**config.mk**
```make
export PLATFORM = sky130hd
export DESIGN_NAME = rpg_ctrl
export DESIGN_NICKNAME = d
export VERILOG_FILES = /design/src/sv/rpg_pkg.sv /design/src/sv/rpg_ctrl.sv
export SDC_FILE = /design/constraint.sdc
export NUM_CORES = 1
export LEC_CHECK = 0
export BUFFER_PORTS_ARGS = -buffer_cell sky130_fd_sc_hd__buf_2
export CAP_MARGIN = 20
export CORE_AREA = 2 2 39 41
export CTS_BUF_LIST = sky130_fd_sc_hd__clkbuf_2 sky130_fd_sc_hd__clkbuf_4 sky130_fd_sc_hd__clkbuf_8
export CTS_CLUSTER_DIAMETER = 200
export DETAILED_ROUTE_END_ITERATION = 12
export DIE_AREA = 0 0 41 43
export GPL_TIMING_DRIVEN = 0
export PLACE_DENSITY = 0.77
export SLEW_MARGIN = 20
export SYNTH_ARGS = -nofsm -noshare
export SYNTH_HDL_FRONTEND = slang
export SYNTH_SLANG_ARGS = --single-unit
```
**constraint.sdc**
```tcl
create_clock -name i_clk -period 2.3 [get_ports i_clk]
set_clock_uncertainty 0.1 [all_clocks]
set_input_delay 0.46 -clock i_clk [delete_from_list [all_inputs] [get_ports i_clk]]
set_output_delay 0.46 -clock i_clk [all_outputs]
set_load 0.01 [all_outputs]
```
**src/sv/rpg_pkg.sv**
```systemverilog
// shared types and constants of the run-length planar rgb to gray converter
package rpg_pkg;

    localparam int RUN_W     = 7;
    localparam int VAL_W     = 8;
    localparam int CFG_W     = 10;
    localparam int GRAY_W    = 8;
    localparam int SUM_W     = 9;
    localparam int TOT_W     = 10;
    localparam int RECIP_W   = 11;
    localparam int RECIP_SH  = 11;
    localparam int PROD_W    = TOT_W + RECIP_W;
    localparam int FIFO_DEPTH = 4;
    localparam int FIFO_AW   = 2;
    localparam int FIFO_CW   = 3;
    localparam int CFG_IDX_W = 1;

    // 683 / 2048 gives exact floor(x / 3) for every x below 2048
    localparam logic [RECIP_W-1:0] RECIP_3 = 11'd683;

    localparam logic [CFG_W-1:0] SIZE_RST = 10'd512;

    localparam logic [CFG_IDX_W-1:0] CFG_IMAGE_WIDTH  = 1'b0;
    localparam logic [CFG_IDX_W-1:0] CFG_IMAGE_HEIGHT = 1'b1;

    localparam logic [1:0] PLANE_RED   = 2'd0;
    localparam logic [1:0] PLANE_GREEN = 2'd1;
    localparam logic [1:0] PLANE_BLUE  = 2'd2;

    typedef struct packed {
        logic             load;
        logic             step;
        logic [RUN_W-1:0] rest;
    } t_cmd;

    typedef struct packed {
        logic credit;
    } t_sts;

    typedef struct packed {
        logic              frame_done;
        logic              run_done;
        logic [GRAY_W-1:0] gray;
    } t_res;

endpackage

```
**src/sv/rpg_ctrl.sv**
```systemverilog
// run controller: accepts one run request and steps its pixels through the datapath
module rpg_ctrl #(
    parameter int MAX_RUN = 64
) (
    input  logic                       i_clk,
    input  logic                       i_rst_n,
    input  logic                       i_in_valid,
    output logic                       o_in_ready,
    input  logic [rpg_pkg::RUN_W-1:0]  i_run_length,
    input  rpg_pkg::t_sts              i_sts,
    output rpg_pkg::t_cmd              o_cmd
);

    localparam logic ST_IDLE = 1'b0;
    localparam logic ST_RUN  = 1'b1;

    localparam logic [rpg_pkg::RUN_W-1:0] RUN_MAX = rpg_pkg::RUN_W'(MAX_RUN);

    logic                      r_state;
    logic                      n_state;
    logic [rpg_pkg::RUN_W-1:0] r_left;
    logic [rpg_pkg::RUN_W-1:0] n_left;
    logic [rpg_pkg::RUN_W-1:0] len_c;
    logic                      accept;
    logic                      step;

    assign len_c      = (i_run_length > RUN_MAX) ? RUN_MAX : i_run_length;
    assign o_in_ready = (r_state == ST_IDLE);
    assign accept     = i_in_valid && o_in_ready;
    assign step       = (r_state == ST_RUN) && i_sts.credit;

    always_comb begin
        o_cmd.load = accept;
        o_cmd.step = step;
        o_cmd.rest = r_left - rpg_pkg::RUN_W'(1);
    end

    always_comb begin
        n_state = r_state;
        n_left  = r_left;
        case (r_state)
            ST_IDLE: begin
                // a zero-length run is taken and dropped
                if (accept && (len_c != '0)) begin
                    n_state = ST_RUN;
                    n_left  = len_c;
                end
            end
            ST_RUN: begin
                if (step) begin
                    n_left = r_left - rpg_pkg::RUN_W'(1);
                    if (r_left == rpg_pkg::RUN_W'(1)) begin
                        n_state = ST_IDLE;
                    end
                end
            end
            default: begin
                n_state = ST_IDLE;
            end
        endcase
    end

    always_ff @(posedge i_clk) begin
        if (!i_rst_n) begin
            r_state <= ST_IDLE;
            r_left  <= '0;
        end else begin
            r_state <= n_state;
            r_left  <= n_left;
        end
    end

endmodule

```
==> results by group <==
Final layout
  • Diode count: 0
  • Ratio of cells with drive above 1 in the final layout: between 30% and 40%
  • Final Non-Filler Cells: between 100 and 150
  • Final nets: 107
  • Filler cell count: 141
  • Layout Utilization: 52.5%
  • Area grow syn2layout: 27.4%

Global route
  • Initial antenna violation count: 0
  • Largest net degree at the start of global routing: 11
  • GRT Util Overall: around a fifth
  • Grt total ovfl: 0
  • Vias in the first global route: 581
  • First-pass GRT wire length: 2400 µm

Clock network
  • Hold_buf cts: 0
  • Clock Path Buffers: 2
  • Num CTS Buffers: 3
  • CTS sink cnt: 8
  • Skew-Pair Late Insertion Delay: approximately 0.27 ns
  • TritonCTS clock tree: yes
  • H-tree level count: 1
  • Worst-path clk slew: roughly 0.05 ns
  • Clock root buffer: clkbuf_4

STA
  • Setup tns final: 0 ns
  • Measured slew at the worst slew-check pin: 0.500 ns
  • Final Hold Vio Count: 0
  • Worst slew margin: between 60% and 70%
  • Final Max Tran Viols: 0
  • Final Cycle Share: between 90% and 100%
  • Final worst slack: 0.0538 ns
  • Setup violations, final: 0
  • WHS: 0.388 ns
  • Fmax: 445 MHz
  • Tmin final: 2.25 ns
  • RSZ-0062 raised after global routing: false

Route
  • Routed wire length: 1490 µm
  • Vias: 626
  • DRC violations left: 0
  • Wirelength per Cell: ~14 µm
  • DRT Pass-1 Iters: 4
  • Via/cell ratio: 5.80
  • Antenna Nets Post-Route: 0
  • DR iter-0 viols: 25

Die
  • Cell Rows: 14
  • Io pins: 21
  • Chip Width: 41 µm
  • Core Box Area: 1380 µm²
  • Die Height: 43 µm
  • Die Area: 1760 µm²
  • Initial Util: 41.2%

Critical path
  • Crit-path cells: or4_4, o21a_1, or2_1, buf_2
  • Worst EP required: 1.74 ns
  • Crit. path cell count: 4
  • Type of the worst setup path: flip-flop to output port
  • CP top delay family: simple AND/OR/NAND/NOR gates
  • Critical path fanouts, max: 4
  • CP peak stage delay: 0.55 ns
  • Cells on worst reg2reg path: 6
  • Crit path buf inv count: 1
  • Worst-path cell with the longest stage delay: or4_4
  • Crit. End Element: output port
  • Critical Path Start Type: flip-flop
  • Worst EP arrival: between 1.5 and 2 ns

Place
  • Port Buf Inserts: 20
  • Dpl cells: 104
  • Dpl hpwl: 1090 µm
  • Placer Congestion: 0.824
  • Post-Place Worst Slack: 0.301 ns

Logic synthesis
  • Syn Std Cell Area: between 500 and 600 µm²
  • Mapped Nets: 81
  • Ys async rst share: 0%
  • Ys Warns: 0
  • Synth Flop Type: dfxtp_1
  • Part of the Yosys area used for sequential elements: 28.1%
  • Netlist cell types: 35
  • Syn Inst Count: 68
  • Number of synthesized flops with an enable pin: 0
  • Synth Register Bits: 8
  • Syn avg cell area: 8.39 µm²

Pwr
  • Peak VDD IR: between 0.3 and 0.4 mV
  • Pwr dens: 652 nW/µm²
  • Lkg Pwr: about 0.33 nW

Min path
  • Hold path cells: 2
  • Hold Crit Class: input pin to flip-flop

Run
  • Max-cap violations: 0

Status
  • Status: finished clean
## layer usage
metal	up-vias	routed length (µm)	global-route usage, %
met5	-	0	0
met4	0	48	10.7
met3	6	119	7.85
met2	35	701	28.7
met1	285	618	25.6
li1	300	-	-
## metrics by stage
stage | cell area (µm²) | power (W)
2_1_floorplan | 571 | 0.000292
3_3_place_gp | 691 | 0.000351
3_5_place_dp | 691 | 0.000355
4_1_cts | 713 | 0.000468
5_1_grt | 727 | 0.000507
6_report | 727 | 0.000474
## path summary, 6_finish.rpt
| check | from | endpoint | slack, ns |
|---|---|---|---|
| min | i_rst_n | r_left[1]$_SDFFE_PN0P_ | 0.39 |
| max | r_left[1]$_SDFFE_PN0P_ | o_cmd[5] | 0.05 |
| min reg2reg | r_left[1]$_SDFFE_PN0P_ | r_left[1]$_SDFFE_PN0P_ | 0.43 |
| max reg2reg | r_left[0]$_SDFFE_PN0P_ | r_left[4]$_SDFFE_PN0P_ | 0.74 |
## synthesized netlist by cell type (all sizes together), types with 3 or more instances
library cell	n	share of area, %
inv	5	3.3
dfxtp	8	28
o21ai	4	3.5
nor3	3	3.5
a21oi	5	4.4
buf	4	5.5
nand2	3	2.0
nor4	3	3.3
nor2	4	2.6
nand3b	3	3.9
## state kept, by name (all words and copies together) (netlist names)
register	count
r_left	7
r_state	1
## final cells by class
class / instances / area (µm²) / area share, %
buffer: 4 / 31.3 / 4.30
clock buffer: 3 / 22.5 / 3.10
inverter: 5 / 18.8 / 2.58
multi-input combinational: 51 / 360 / 49.6
sequential: 8 / 166 / 22.9
tap: 16 / 20.0 / 2.75
timing repair buffer: 21 / 108 / 14.8
## cell usage in the layout, fill, tap and decap left out, types with 2 or more instances in the layout
master,netlist,routed
dfxtp_1,8,5
dfxtp_2,0,2
ha_1,2,2
nor4_1,3,3
buf_4,2,3
xor2_1,2,2
buf_2,1,21
nor2_1,4,4
nor3_1,2,2
nor3b_1,2,2
nor2b_1,2,2
o21ai_0,3,3
inv_1,5,5
nand2_1,3,3
nand3b_1,3,3
a22oi_1,2,2
a21oi_1,5,5
clkbuf_4,0,3
## power by group
part	internal (W)	switching (W)	leakage (nW)	total, W
sequential	0.000155	0.0000175	0.0677	0.000172
clock	0.0000601	0.0000537	0.0138	0.000114
combinational	0.0000890	0.0000994	0.251	0.000188
## timing repair
item,4_1_cts,5_1_grt
resized for setup,0,4
setup buffers,0,1
endpoints found under the setup margin,0,1
## cell families (layout without fill, tap and decap cells)
group | count (synthesis) | count (layout) | share of synthesized area [%]
buffers and inverters | 9 | 33 | 8.77
DFF | 8 | 8 | 28.1
and+or+nand+nor | 24 | 24 | 25.9
xor gates and xnor gates | 3 | 3 | 4.61
AOI/OAI and AO/OA | 21 | 21 | 26.5
adders and majority gates | 2 | 2 | 4.39
muxes | 1 | 1 | 1.75
Note: power is estimated with default switching activity, not from simulation.
